===== config.mk =====
export PLATFORM = sky130hd
export DESIGN_NAME = light_mode_stepdown_controller
export DESIGN_NICKNAME = d
export VERILOG_FILES = /design/src/hdl/lmsc_pkg.sv /design/src/hdl/light_mode_stepdown_controller.sv /design/src/hdl/lmsc_core.sv /design/src/hdl/lmsc_result_fifo.sv
export SDC_FILE = /design/constraint.sdc
export NUM_CORES = 1
export LEC_CHECK = 0
export ABC_AREA = 1
export CAP_MARGIN = 20
export CORE_MARGIN = 2
export CORE_UTILIZATION = 45
export DETAILED_ROUTE_END_ITERATION = 16
export DONT_BUFFER_PORTS = 1
export PLACE_DENSITY_LB_ADDON = 0.05
export SLEW_MARGIN = 10
export SYNTH_ARGS = -nofsm -noshare
export SYNTH_HDL_FRONTEND = slang
export SYNTH_HIERARCHICAL = 1
export SYNTH_SLANG_ARGS = --single-unit

===== constraint.sdc =====
create_clock -name clk_i -period 15.59 [get_ports clk_i]
set_input_delay 3.118 -clock clk_i [delete_from_list [all_inputs] [get_ports clk_i]]
set_output_delay 3.118 -clock clk_i [all_outputs]
set_load 0.01 [all_outputs]

===== src/hdl/lmsc_pkg.sv =====
// types, constants and result formatting for the light mode controller
`timescale 1ns / 1ps

package lmsc_pkg;

  // mode indexes
  localparam logic [2:0] MODE_ZERO  = 3'd0;
  localparam logic [2:0] MODE_TWO   = 3'd2;
  localparam logic [2:0] MODE_TURBO = 3'd3;
  localparam logic [2:0] MODE_LAST  = 3'd6;
  localparam logic [2:0] MODE_BAD   = 3'd7;

  // result queue depth: room for one request in flight plus a two-result item
  localparam int unsigned RES_DEPTH = 3;

  // battery check thresholds
  localparam logic [7:0] BLINK_TAB [9] = '{8'd121, 8'd137, 8'd147, 8'd158, 8'd163,
                                           8'd168, 8'd173, 8'd178, 8'd184};

  // register reset values
  localparam logic       MEM_EN_RST     = 1'b1;
  localparam logic [7:0] SHORT_LVL_RST  = 8'd115;
  localparam logic       MED_EN_RST     = 1'b0;
  localparam logic [7:0] MED_LVL_RST    = 8'd94;
  localparam logic [7:0] TURBO_TO_RST   = 8'd90;
  localparam logic [7:0] LOW_VOLT_RST   = 8'd121;
  localparam logic [3:0] LOW_LIMIT_RST  = 4'd8;

  typedef enum logic [2:0] {
    CFG_MEM_EN    = 3'd0,
    CFG_SHORT_LVL = 3'd1,
    CFG_MED_EN    = 3'd2,
    CFG_MED_LVL   = 3'd3,
    CFG_TURBO_TO  = 3'd4,
    CFG_LOW_VOLT  = 3'd5,
    CFG_LOW_LIMIT = 3'd6
  } cfg_idx_e;

  typedef enum logic [2:0] {
    PAT_SOLID  = 3'd0,
    PAT_STROBE = 3'd1,
    PAT_BIKE   = 3'd2,
    PAT_BATT   = 3'd3,
    PAT_OFF    = 3'd4
  } pattern_e;

  typedef enum logic {
    ACT_POWER_UP = 1'b0,
    ACT_PASS     = 1'b1
  } action_e;

  typedef struct packed {
    logic       mem_en;
    logic [7:0] short_lvl;
    logic       med_en;
    logic [7:0] med_lvl;
    logic [7:0] turbo_to;
    logic [7:0] low_volt;
    logic [3:0] low_limit;
  } cfg_t;

  typedef struct packed {
    logic       action;
    logic [7:0] press_level;
    logic [2:0] saved_mode;
    logic [6:0] saved_slot;
    logic [7:0] voltage_sample;
    logic       voltage_ready;
  } item_t;

  typedef struct packed {
    logic [2:0] mode_now;
    logic [7:0] main_level;
    logic [7:0] aux_level;
    logic       fast_pwm;
    pattern_e   pattern;
    logic [3:0] blink_count;
    logic       save_write;
    logic [5:0] save_address;
    logic       erase_valid;
    logic [5:0] erase_address;
    logic       powered_down;
    logic       last_result;
  } result_t;

  // request into the result queue: one or two results
  typedef struct packed {
    logic valid;
    logic two;
  } push_t;

  // builds one result for the given mode and save details
  function automatic result_t make_result(logic [2:0] mode, logic shut, logic save,
                                          logic [5:0] new_addr, logic old_ok,
                                          logic [5:0] old_addr, logic [7:0] volt);
    result_t     r;
    logic [3:0]  blinks;
    logic [2:0]  m;
    r      = '0;
    blinks = '0;
    m      = (mode == MODE_BAD) ? MODE_ZERO : mode;
    r.mode_now = m;
    r.pattern  = PAT_SOLID;
    if (shut) begin
      r.pattern      = PAT_OFF;
      r.powered_down = 1'b1;
    end else begin
      unique case (m)
        3'd0:    begin r.main_level = 8'd0;   r.aux_level = 8'd3;   end
        3'd1:    begin r.main_level = 8'd7;   r.aux_level = 8'd110; r.fast_pwm = 1'b1; end
        3'd2:    begin r.main_level = 8'd137; r.aux_level = 8'd255; r.fast_pwm = 1'b1; end
        3'd3:    begin r.main_level = 8'd255; r.aux_level = 8'd0;   end
        3'd4:    r.pattern = PAT_STROBE;
        3'd5:    r.pattern = PAT_BIKE;
        3'd6:    r.pattern = PAT_BATT;
        default: r.pattern = PAT_SOLID;
      endcase
      if (r.pattern == PAT_BATT) begin
        for (int i = 0; i < 9; i++) begin
          if (volt > BLINK_TAB[i]) blinks = blinks + 4'd1;
        end
      end
      r.blink_count = blinks;
    end
    if (save) begin
      r.save_write   = 1'b1;
      r.save_address = new_addr;
      if (old_ok) begin
        r.erase_valid   = 1'b1;
        r.erase_address = old_addr;
      end
    end
    return r;
  endfunction

endpackage


===== src/hdl/light_mode_stepdown_controller.sv =====
// top level of the two-channel LED driver mode controller
//
//   channel | signals                          | carries
//   --------+----------------------------------+----------------------------------
//   in      | in_valid_i / in_ready_o          | power-up or loop-pass request
//   out     | out_valid_o / out_ready_i        | one result: levels, mode, save
//   cfg     | cfg_we_i, cfg_idx_i, cfg_wdata_i | register write, no wait
//
// one request a cycle while the queue has room: the input register feeds the
// mode update, which pushes its results into a three-entry queue, so a taken
// request passes the input register and then the queue before its first result
// is offered. a request that steps down twice gives two results.
// reset clears mode, slot and counters; no clearing pass.
// a stalled output side fills the queue, then in_ready_o falls.
`timescale 1ns / 1ps

module light_mode_stepdown_controller #(
  parameter int unsigned SAVE_SLOTS = 64
) (
  input  logic       clk_i,
  input  logic       rst_ni,
  input  logic       cfg_we_i,
  input  logic [2:0] cfg_idx_i,
  input  logic [7:0] cfg_wdata_i,
  input  logic       in_valid_i,
  output logic       in_ready_o,
  input  logic       action_i,
  input  logic [7:0] press_level_i,
  input  logic [2:0] saved_mode_i,
  input  logic [6:0] saved_slot_i,
  input  logic [7:0] voltage_sample_i,
  input  logic       voltage_ready_i,
  output logic       out_valid_o,
  input  logic       out_ready_i,
  output logic [2:0] mode_now_o,
  output logic [7:0] main_level_o,
  output logic [7:0] aux_level_o,
  output logic       fast_pwm_o,
  output logic [2:0] pattern_o,
  output logic [3:0] blink_count_o,
  output logic       save_write_o,
  output logic [5:0] save_address_o,
  output logic       erase_valid_o,
  output logic [5:0] erase_address_o,
  output logic       powered_down_o,
  output logic       last_result_o
);
  import lmsc_pkg::*;

  cfg_t    cfg_q;
  item_t   item_q;
  logic    in_valid_q;
  logic    fire, room;
  push_t   push;
  result_t res0, res1, head;

  // configuration registers
  always_ff @(posedge clk_i or negedge rst_ni) begin
    if (!rst_ni) begin
      cfg_q <= '{mem_en: MEM_EN_RST, short_lvl: SHORT_LVL_RST, med_en: MED_EN_RST,
                 med_lvl: MED_LVL_RST, turbo_to: TURBO_TO_RST, low_volt: LOW_VOLT_RST,
                 low_limit: LOW_LIMIT_RST};
    end else if (cfg_we_i) begin
      unique case (cfg_idx_e'(cfg_idx_i))
        CFG_MEM_EN:    cfg_q.mem_en    <= cfg_wdata_i[0];
        CFG_SHORT_LVL: cfg_q.short_lvl <= cfg_wdata_i;
        CFG_MED_EN:    cfg_q.med_en    <= cfg_wdata_i[0];
        CFG_MED_LVL:   cfg_q.med_lvl   <= cfg_wdata_i;
        CFG_TURBO_TO:  cfg_q.turbo_to  <= cfg_wdata_i;
        CFG_LOW_VOLT:  cfg_q.low_volt  <= cfg_wdata_i;
        CFG_LOW_LIMIT: cfg_q.low_limit <= cfg_wdata_i[3:0];
        default:       cfg_q           <= cfg_q;
      endcase
    end
  end

  // input register
  assign fire       = in_valid_q && room;
  assign in_ready_o = !in_valid_q || fire;

  always_ff @(posedge clk_i or negedge rst_ni) begin
    if (!rst_ni) begin
      in_valid_q <= 1'b0;
    end else if (in_ready_o) begin
      in_valid_q <= in_valid_i;
    end
  end

  always_ff @(posedge clk_i) begin
    if (in_valid_i && in_ready_o) begin
      item_q <= '{action: action_i, press_level: press_level_i, saved_mode: saved_mode_i,
                  saved_slot: saved_slot_i, voltage_sample: voltage_sample_i,
                  voltage_ready: voltage_ready_i};
    end
  end

  // mode update
  lmsc_core #(
    .SAVE_SLOTS (SAVE_SLOTS)
  ) u_core (
    .clk_i  (clk_i),
    .rst_ni (rst_ni),
    .fire_i (fire),
    .item_i (item_q),
    .cfg_i  (cfg_q),
    .push_o (push),
    .res0_o (res0),
    .res1_o (res1)
  );

  // result queue
  lmsc_result_fifo u_fifo (
    .clk_i       (clk_i),
    .rst_ni      (rst_ni),
    .push_i      (push),
    .res0_i      (res0),
    .res1_i      (res1),
    .room_o      (room),
    .out_valid_o (out_valid_o),
    .out_ready_i (out_ready_i),
    .head_o      (head)
  );

  // result fields
  assign mode_now_o      = head.mode_now;
  assign main_level_o    = head.main_level;
  assign aux_level_o     = head.aux_level;
  assign fast_pwm_o      = head.fast_pwm;
  assign pattern_o       = head.pattern;
  assign blink_count_o   = head.blink_count;
  assign save_write_o    = head.save_write;
  assign save_address_o  = head.save_address;
  assign erase_valid_o   = head.erase_valid;
  assign erase_address_o = head.erase_address;
  assign powered_down_o  = head.powered_down;
  assign last_result_o   = head.last_result;

endmodule


===== src/hdl/lmsc_core.sv =====
// mode state registers and the single-pass update for one request
`timescale 1ns / 1ps

module lmsc_core #(
  parameter int unsigned SAVE_SLOTS = 64
) (
  input  logic             clk_i,
  input  logic             rst_ni,
  input  logic             fire_i,
  input  lmsc_pkg::item_t  item_i,
  input  lmsc_pkg::cfg_t   cfg_i,
  output lmsc_pkg::push_t  push_o,
  output lmsc_pkg::result_t res0_o,
  output lmsc_pkg::result_t res1_o
);
  import lmsc_pkg::*;

  localparam int unsigned SlotW = $clog2(SAVE_SLOTS + 1);
  localparam int unsigned CmpW  = (SlotW > 7) ? SlotW : 7;
  localparam logic [SlotW:0]  SlotsExt = (SlotW + 1)'(SAVE_SLOTS);
  localparam logic [SlotW-1:0] NoSlot  = SlotW'(SAVE_SLOTS);

  // next wear slot, modulo the slot count
  function automatic logic [SlotW-1:0] slot_next(logic [SlotW-1:0] w);
    logic [SlotW:0] s;
    s = {1'b0, w} + 1'b1;
    if (s >= SlotsExt) s = s - SlotsExt;
    return s[SlotW-1:0];
  endfunction

  function automatic logic slot_ok(logic [SlotW-1:0] w);
    return {1'b0, w} < SlotsExt;
  endfunction

  logic [2:0]       mode_q, mode_d;
  logic [SlotW-1:0] wear_q, wear_d;
  logic [7:0]       ticks_q, ticks_d;
  logic [3:0]       low_q, low_d;
  logic             shut_q, shut_d;

  logic             slot_found;
  logic [2:0]       rest_mode, mode_a, mode_pu, mode1, mode2;
  logic [SlotW-1:0] wear_a, wear1, wear2;
  logic [7:0]       ticks_inc;
  logic             turbo, trig, shut2;
  logic [3:0]       low_sat, low1;
  result_t          res_pu, res_a, res_b, res_idle;

  // power-up: restore slot and mode, then apply the press length
  assign slot_found = CmpW'(item_i.saved_slot) < CmpW'(SAVE_SLOTS);
  assign rest_mode  = (item_i.saved_mode == MODE_BAD) ? MODE_ZERO : item_i.saved_mode;
  assign mode_a     = slot_found ? rest_mode : mode_q;
  assign wear_a     = slot_found ? SlotW'(item_i.saved_slot) : NoSlot;

  always_comb begin
    priority if (item_i.press_level > cfg_i.short_lvl) begin
      mode_pu = (mode_a >= MODE_LAST) ? MODE_ZERO : mode_a + 3'd1;
    end else if (cfg_i.med_en && item_i.press_level > cfg_i.med_lvl) begin
      mode_pu = (mode_a == MODE_ZERO) ? MODE_LAST : mode_a - 3'd1;
    end else if (!cfg_i.mem_en) begin
      mode_pu = MODE_ZERO;
    end else begin
      mode_pu = mode_a;
    end
  end

  // loop pass: turbo timeout step
  assign ticks_inc = ticks_q + 8'd1;
  assign turbo     = (mode_q == MODE_TURBO) && (ticks_inc > cfg_i.turbo_to);
  assign mode1     = turbo ? MODE_TWO : mode_q;
  assign wear1     = turbo ? slot_next(wear_q) : wear_q;

  // loop pass: low battery count and step down
  assign low_sat = (low_q == 4'hf) ? low_q : low_q + 4'd1;
  assign low1    = (item_i.voltage_sample < cfg_i.low_volt) ? low_sat : 4'd0;
  assign trig    = item_i.voltage_ready && (low1 >= cfg_i.low_limit);
  assign shut2   = (mode1 == MODE_ZERO);
  assign mode2   = (mode1 >= MODE_TURBO) ? MODE_TWO :
                   (mode1 == MODE_ZERO) ? MODE_ZERO : mode1 - 3'd1;
  assign wear2   = (trig && !shut2) ? slot_next(wear1) : wear1;

  // candidate results
  assign res_pu   = make_result(mode_pu, 1'b0, 1'b1, 6'(slot_next(wear_a)),
                                slot_ok(wear_a), 6'(wear_a), item_i.voltage_sample);
  assign res_a    = make_result(mode1, 1'b0, 1'b1, 6'(wear1), slot_ok(wear_q),
                                6'(wear_q), item_i.voltage_sample);
  assign res_b    = make_result(mode2, shut2, !shut2, 6'(wear2), slot_ok(wear1),
                                6'(wear1), item_i.voltage_sample);
  assign res_idle = make_result(mode_q, shut_q, 1'b0, 6'd0, 1'b0, 6'd0,
                                item_i.voltage_sample);

  // next state and results for the request
  always_comb begin
    mode_d  = mode_q;
    wear_d  = wear_q;
    ticks_d = ticks_q;
    low_d   = low_q;
    shut_d  = shut_q;
    push_o  = '{valid: fire_i, two: 1'b0};
    res0_o  = res_idle;
    res1_o  = res_b;
    if (item_i.action == ACT_POWER_UP) begin
      mode_d  = mode_pu;
      wear_d  = slot_next(wear_a);
      ticks_d = '0;
      low_d   = '0;
      shut_d  = 1'b0;
      res0_o  = res_pu;
    end else if (!shut_q) begin
      if (mode_q <= MODE_TURBO) ticks_d = ticks_inc;
      if (item_i.voltage_ready) low_d = trig ? 4'd0 : low1;
      mode_d = trig ? mode2 : mode1;
      shut_d = trig && shut2;
      wear_d = wear2;
      if (turbo) begin
        res0_o = res_a;
      end else if (trig) begin
        res0_o = res_b;
      end
      push_o.two = turbo && trig;
    end
    res0_o.last_result = !push_o.two;
    res1_o.last_result = 1'b1;
  end

  // state registers
  always_ff @(posedge clk_i or negedge rst_ni) begin
    if (!rst_ni) begin
      mode_q  <= MODE_ZERO;
      wear_q  <= NoSlot;
      ticks_q <= '0;
      low_q   <= '0;
      shut_q  <= 1'b0;
    end else if (fire_i) begin
      mode_q  <= mode_d;
      wear_q  <= wear_d;
      ticks_q <= ticks_d;
      low_q   <= low_d;
      shut_q  <= shut_d;
    end
  end

endmodule


===== src/hdl/lmsc_result_fifo.sv =====
// three-entry result queue that takes one or two results per request
`timescale 1ns / 1ps

module lmsc_result_fifo (
  input  logic              clk_i,
  input  logic              rst_ni,
  input  lmsc_pkg::push_t   push_i,
  input  lmsc_pkg::result_t res0_i,
  input  lmsc_pkg::result_t res1_i,
  output logic              room_o,
  output logic              out_valid_o,
  input  logic              out_ready_i,
  output lmsc_pkg::result_t head_o
);
  import lmsc_pkg::*;

  result_t    q_q [RES_DEPTH];
  result_t    q_d [RES_DEPTH];
  logic [1:0] cnt_q, cnt_d, cnt_pop;
  logic       pop;

  assign out_valid_o = (cnt_q != 2'd0);
  assign head_o      = q_q[0];
  assign pop         = out_valid_o && out_ready_i;
  assign cnt_pop     = cnt_q - {1'b0, pop};
  // room for a two-result request regardless of the output side
  assign room_o      = (cnt_q <= 2'd1);

  assign cnt_d = cnt_pop + {1'b0, push_i.valid} + {1'b0, push_i.valid & push_i.two};

  // per entry: shift on pop, then land new results behind the survivors
  for (genvar i = 0; i < RES_DEPTH; i++) begin : g_ent
    result_t shifted;
    if (i < RES_DEPTH - 1) begin : g_shift
      assign shifted = pop ? q_q[i+1] : q_q[i];
    end else begin : g_tail
      assign shifted = q_q[i];
    end
    always_comb begin
      q_d[i] = shifted;
      if (push_i.valid && cnt_pop == 2'(i)) begin
        q_d[i] = res0_i;
      end else if (push_i.valid && push_i.two && (cnt_pop + 2'd1) == 2'(i)) begin
        q_d[i] = res1_i;
      end
    end
    always_ff @(posedge clk_i) begin
      q_q[i] <= q_d[i];
    end
  end

  // occupancy
  always_ff @(posedge clk_i or negedge rst_ni) begin
    if (!rst_ni) begin
      cnt_q <= '0;
    end else begin
      cnt_q <= cnt_d;
    end
  end

endmodule


* Word level (Yosys, flattened, before mapping) *
Memory sizes are Yosys's and may differ from the RTL's.
Cells that the tools add are included.

word-level totals
  output and inout port bits = 45
  flip-flop bits (word level) = 92
  word-level logic and storage cells = 347
  RAM bits = 129
  input bits = 44
  memories = 1

memories
  memory      words  bits a word  rd ports  clocked after memory_dff  write ports  line                    source
  u_fifo.q_q  3      43           3         0                         3            lmsc_result_fifo.sv:17  result_t q_q [RES_DEPTH];

operators by class
  magnitude comparators = 25
  add/subtract/negate cells = 47
  eq/ne operators = 48
  bitwise gates (word level) = 1
  mux-type cells = 161
  reduce and logical (&&, ||, !) cells = 44

operators with widths
  kind                                                                   number
  43-bit two-way mux                                                     12
  4-bit two-way mux                                                      92
  16-bit case mux with 4 select lines                                    4
  4-bit by 1-bit adder with 4-bit output, second input constant          33
  7-bit two-way mux                                                      11
  8-bit greater-than comparator, second input constant                   8
  3-bit two-way mux                                                      21
  3-bit equality test, second input constant                             20
  3-bit by 2-bit equality test with 1-bit output, second input constant  13
  17-bit two-way mux                                                     2
  7-bit less-than comparator, second input constant                      4
  7-bit by 1-bit adder with 8-bit output, second input constant          3
  8-bit by 7-bit >= comparator with 1-bit output, second input constant  3
  8-bit greater-than comparator                                          3
  8-bit two-way mux                                                      3
  2-bit case mux with 3 select lines                                     4
  3-bit zero test                                                        7
  7-bit subtractor, second input constant                                3
  1-bit logical AND                                                      16
  2-bit AND reduction                                                    8
  3-bit by 1-bit equality test with 1-bit output, second input constant  5
  14-bit two-way mux                                                     1
  1-bit two-way mux                                                      11
  8-bit by 1-bit adder with 8-bit output, second input constant          1
  other kinds (24)                                                       38

* Logic depth before layout (Yosys ltp) *
Gate-level depths: netlist of the first run.

  depth after elaboration = 52
  gate-level depth with buffers = 35
  gate-level depth less buffers = 35

* Modules after synthesis *
Netlist of the first run, hierarchy kept.

by module, submodules not included
  module                          sequential area each (um^2)  cells each  area an instance (um^2)  instances
  lmsc_result_fifo                3,923.8                      860         7,039.3                  1
  lmsc_core                       576.8                        820         4,877.2                  1
  light_mode_stepdown_controller  1,843.0                      216         2,444.8                  1

* Least setup slack after synthesis of the first run *
OpenSTA, ideal clock, no wires.

  kind = input -> register
  start point = input port out_ready_i
  end point = memory u_fifo/q_q[0][100] (netlist name) (enable)
  stages on the path = 7
  required time = 15.082 ns
  buffers on the path = 1
  slack = 8.016 ns
  arrival = 7.066 ns
  cell sequence = nand2_1 -> inv_1 -> ha_1 -> nand2_1 -> nand2_2 -> clkbuf_1 -> o31ai_1

RTL lines
  element             line                                  source
  start: declaration  light_mode_stepdown_controller.sv:34  input logic out_ready_i,
  end: declaration    lmsc_result_fifo.sv:17

==> results.yml, run 1 <==
outcome:
  status: "completed"
worst_setup_path:
  required_ps: 15960
  cp-end-kind: "flip-flop"
  cp.arrival_ps: 6410
  path_class: "input pin to flip-flop"
  start_kind: "input pin"
  crit_fanout: 45
drt:
  drc: 0
  top_layer_used: "met4"
  route.met2.wl_um: 17030
  routed_wl_um: 36910
  ant_nets: 0
  routedLengthMet1_um: 17090
  vias: 11910
  dr_wl_met3_um: 2062
  post_drt_wl_per_cell_um: 16.22
  dr.first_iter.drc_count: 896
  drtPass1Iterations: 5
  vias_per_cell: 5.231
logic_synthesis:
  synth_cells: 1896
  yosysMostFrequentCell: "nand2_1"
  synth_top_area_cell: "edfxtp_1"
  syn-cell-area_um2: 14360
  yosys.area.top_type_share_pct: 32.83
  yosys-top-cells-count: "556 x nand2_1, 283 x inv_1, 239 x nand3_1, 157 x edfxtp_1, 134 x nor2_1"
  synth_edf_count: 157
  yosys_most_used_dff: "edfxtp_1"
  synth-seq-cells: 221
  synthArstFlopShare_pct: 28.96
  yosys-top-cells-area: "edfxtp_1 33%, nand2_1 15%, nand3_1 8.3%, inv_1 7.4%, dfrtp_1 7.3%"
  synth-seq-area-share_pct: 44.17
  avgSynthCellArea_um2: 7.575
  synthDistinctLibCells: 50
  ys_warn_count: 6
pwr:
  power_uw: 2941
  p_leak_uw: 0.007474
  irDropWorstVdd_v: 0.00008993
  power_density_nw_per_um2: 189.6
grt:
  grt_overflow: 0
  grt_usage_pct: 22.30
  grt_pass1_vias: 11350
  grt_max_degree: 88
  antenna_found_initial: 0
  grt_first_pass_wirelength_um: 59930
timing:
  finalSetupTns_ps: 0
  tightest_slew_ps: 1052
  slew_headroom_pct: 29.60
  report.final.slew_viol_count: 0
  fmax_mhz: 165.5
  hold_viol_final: 0
  fin_crit_sh_pct: 38.75
  fin_crit_ps: 6042
  rsz0062_at_grt: "no"
  skew_ps: 32.04
  final-setup-viol-count: 0
floorplanning:
  design.core.area_um2: 31470
  die_h_um: 182.6
  rows: 65
  start_util_pct: 45.63
  design.die.area_um2: 33360
  pin_count: 89
  die-width_um: 182.6
finish:
  seq_area_um2: 6344
  finalNonFillerCells: 2276
  antennaDiodeCount: 0
  utilization_pct: 49.28
  multi_input_area_um2: 6411
  drive_gt1_share_pct: 9.125
  area_delta_synth_final_pct: 8.006
  nFillCells: 3083
  nNetsFinal: 1957
clock_tree:
  cts_resized: 0
  cts_buffers: 27
  cts_sinks: 221
  htreeDepth: 1
  hold_buffers: 0
  cts-root-buf: "clkbuf_16"
  cts_buffer_depth: 3
  clkLatencyLatePin_ps: 550
  path_clk_slew_ps: 60
  cts_setup_buffers: 0
  cts_tree: "yes"
min_path:
  hp-class: "flip-flop to flip-flop"
flow_run:
  maxCapViolations: 0
placed_design:
  port_buffers: 0
  hpwl_um: 25170
  gp_congestion: 0.8783
  dp.cells: 2223
==> metal layers <==
| layer | up-vias | track usage [%] |
|---|---|---|
| li1 | 5981 | - |
| met1 | 5537 | 30.94 |
| met2 | 338 | 37.49 |
| met3 | 50 | 2.914 |
| met4 | 0 | 4.548 |
| met5 | - | 0 |
==> registers in the layout, summed over array words and instances (netlist names) <==
name,cells
item_q,28
u_fifo/cnt_q,2
u_core/shut_q,1
u_core/wear_q,7
cfg_q,38
u_core/low_q,4
u_core/ticks_q,8
in_valid_q,1
u_core/mode_q,3
u_fifo/q_q,129
==> power by group <==
| group | total [uW] | switching, uW | internal, uW | leakage, uW |
|---|---|---|---|---|
| registers | 1040 | 116 | 928 | 0.00227 |
| logic | 1260 | 906 | 355 | 0.00477 |
| clock network | 637 | 255 | 382 | 0.000442 |
| total | 2940 | 1280 | 1670 | 0.00747 |
==> kinds of logic after synthesis <==
kind of cell    synth area share [%]
simple gates                   30.63
xor+xnor                       1.141
compound gates                 7.345
flops                          44.17
fa+ha+maj                      5.053
other cells                  0.05229
buf+inv                        11.60
==> worst max-delay path, stage by stage <==
cell	delay, ps
nand2_1	130
inv_1	70
ha_1	210
inv_1	80
nand2_1	50
nand2_1	620
nand2_2	840
inv_2	950
nand2_1	130
nand2_1	170
==> cell usage in the layout (no fill, tap or decap), drive strengths merged, types with 2 or more instances in the layout <==
cell type,instances
o22ai,8
nand4,12
o21a,2
dfstp,22
bufinv,3
or2,5
a21boi,2
nor4,2
nor2,143
o31ai,6
clkinv,13
a31oi,7
o221ai,6
o211ai,10
nand2,592
clkbuf,32
buf,14
ha,58
dfrtp,42
conb,8
nand3,247
edfxtp,157
nor3,10
a21oi,77
o21ai,60
xor2,17
inv,310
==> metrics by stage <==
step | setup slack [ps] | cell area (um2) | hold slack (ps)
CTS | 9147 | 15410 | 464.6
finish | 9548 | 15510 | 461.3
global placement | 8726 | 14490 | 449.6
floorplan | 8016 | 14380 | 441.6
detailed placement | 8611 | 14520 | 454.9
global route | 9174 | 15510 | 482.9
==> area by class of cell <==
type | count | share of cell area (%)
Multi-Input combinational cell | 1280 | 41.33
Sequential cell | 221 | 40.90
Inverter | 310 | 7.502
Clock buffer | 31 | 4.654
Tap cell | 402 | 3.243
Timing Repair Buffer | 15 | 1.242
Clock inverter | 17 | 1.129
==> worst paths after layout <==
| check | start | endpoint | slack, ps | cells after the start |
|---|---|---|---|---|
| max in group asynchronous | rst_ni | cfg_q[24] | 13110 | 0 |
| worst min register to register | cfg_q[15] | cfg_q[15] | 460 | 2 |
| worst max-delay path | out_ready_i | u_fifo/q_q[0][32] | 9550 | 10 |
| min in group asynchronous | rst_ni | u_core/mode_q[2] | 2270 | 0 |
| worst max register to register | u_core/ticks_q[0] | u_fifo/q_q[0][61] | 9650 | 22 |
| worst min-delay path | cfg_q[15] | cfg_q[15] | 460 | 2 |
No activity file was read; power rests on OpenSTA's default activity.
==> run 2, diff against run 1 <==
==> constraint.sdc (replaced) <==
create_clock -name clk_i -period 5.4 [get_ports clk_i]
set_input_delay 1.08 -clock clk_i [delete_from_list [all_inputs] [get_ports clk_i]]
set_output_delay 1.08 -clock clk_i [all_outputs]
set_load 0.01 [all_outputs]
==> results.yml, run 2 (synthesis gave the netlist of run 1 again) <==
outcome:
  status: "completed"
floorplanning:
  start_util_pct: 45.63
  design.core.area_um2: 31470
  design.die.area_um2: 33360
  die_h_um: 182.6
  pin_count: 89
  rows: 65
  die-width_um: 182.6
finish:
  nNetsFinal: 1964
  layout_common_cells: "555 x nand2_1, 283 x inv_1, 237 x nand3_1"
  top_regs: "u_fifo/q_q: 129 flops, cfg_q: 38 flops, item_q: 28 flops"
  utilization_pct: 49.31
  regMostFlops: "u_fifo/q_q"
  nFillCells: 3064
  area_delta_synth_final_pct: 8.059
  antennaDiodeCount: 0
  final_common_cell: "nand2_1"
  largest_reg_flops: 129
  drive_gt1_share_pct: 9.458
grt:
  grt_max_degree: 71
  grt_pass1_vias: 11210
  antenna_found_initial: 1
  grt_overflow: 0
  grt_first_pass_wirelength_um: 59700
  grt_usage_pct: 22.55
worst_setup_path:
  path_class: "flip-flop to flip-flop"
  start_kind: "flip-flop"
  crit_fanout: 5
  cp.arrival_ps: 5240
  rr_worst_depth: 32
  slowest_delay_ps: 450
  crit_top_cell: "nand2_1"
  cp-end-kind: "flip-flop"
  slowest_stage: "edfxtp_1"
  required_ps: 5680
flow_run:
  maxCapViolations: 0
timing:
  finalSetupTns_ps: 0
  tightest_slew_ps: 983.4
  hold_viol_final: 0
  fin_crit_sh_pct: 91.75
  hold_ws_ps: 233.7
  report.final.slew_viol_count: 0
  final-setup-viol-count: 0
  fin_crit_ps: 4955
  slew_headroom_pct: 34.00
  fmax_mhz: 201.8
  skew_ps: 15.81
placed_design:
  hpwl_um: 25630
  port_buffers: 0
  gp_congestion: 0.8581
min_path:
  hp-class: "input pin to asynchronous set/reset pin"
drt:
  post_drt_wl_per_cell_um: 16.40
  drc: 0
  vias: 11820
  drtPass1Iterations: 5
  dr.first_iter.drc_count: 739
  routed_wl_um: 37470
  ant_nets: 0
  vias_per_cell: 5.175
clock_tree:
  path_clk_slew_ps: 60
  cts-root-buf: "clkbuf_16"
  cts_buffer_depth: 3
  cts_sinks: 221
  hold_buffers: 0
  clkLatencyLatePin_ps: 540
  cts_buffers: 26
  htreeDepth: 1
  cts_tree: "yes"
pwr:
  irDropWorstVdd_v: 0.0002562
  p_leak_uw: 0.007488
  power_density_nw_per_um2: 546.9
## run 2: area by class of cell
type	instances	area (um2)	area share, %
clock inverters	9	93.84	0.6047
multi-input cells	1280	6420	41.37
well taps	402	503.0	3.241
inverters	310	1164	7.498
repair buffers	23	222.7	1.435
clock buffers	39	772.0	4.975
flip-flops and latches	221	6344	40.88
## run 2: worst max-delay path: cells and delay by family (launching register included)
kind / cells / cell delay, ps
DFF: 1 / 450
buffers and inverters: 6 / 480
and+or+nand+nor: 17 / 1770
AOI/OAI and AO/OA: 4 / 560
adders and majority gates: 5 / 1420
## run 2: stage by stage
stage | worst slack [ps] | total power [uW] | cells | cell area [um2]
floorplan | 370.7 | 5754 | 1902 | 14390
global placement | 519.4 | 6677 | 2234 | 14630
detailed placement | 412.8 | 6740 | 2234 | 14630
CTS | 402.3 | 8542 | 2282 | 15490
global route | -8.623 | 9154 | 2284 | 15520
finish | 445.3 | 8487 | 2284 | 15520
## run 2: power by group
| part | leakage, uW | internal [uW] | total (uW) | switching (uW) |
|---|---|---|---|---|
| Combinational | 0.00479 | 1060 | 3710 | 2640 |
| Clock | 0.000429 | 1080 | 1780 | 699 |
| Sequential | 0.00227 | 2680 | 3000 | 326 |
| Total | 0.00749 | 4820 | 8490 | 3670 |
## run 2: final timing paths
check / slack [ps] / end / startpoint
max: 450 / u_fifo/q_q[0][103] / item_q[7]
min: 230 / u_fifo/cnt_q[0] / rst_ni
max reg2reg: 450 / u_fifo/q_q[0][103] / item_q[7]
min reg2reg: 460 / cfg_q[15] / cfg_q[15]
max in group asynchronous: 4890 / cfg_q[30] / rst_ni
min in group clk_i: 460 / cfg_q[15] / cfg_q[15]
## run 2: metal layers
| layer | up-vias | GRT usage, % | routed length [um] |
|---|---|---|---|
| met1 | 5464 | 31.02 | 17310 |
| met3 | 43 | 3.353 | 2220 |
| met4 | 2 | 4.290 | 498 |
| li1 | 6004 | - | - |
| met2 | 307 | 38.05 | 17430 |
| met5 | - | 0 | 16 |
## run 2: what timing repair did
item / CTS / global route
endpoints found under the setup margin: 0 / 4
buffers inserted: 0 / 2
endpoints found under the hold margin: 0 / 0
gates resized for setup: 0 / 2
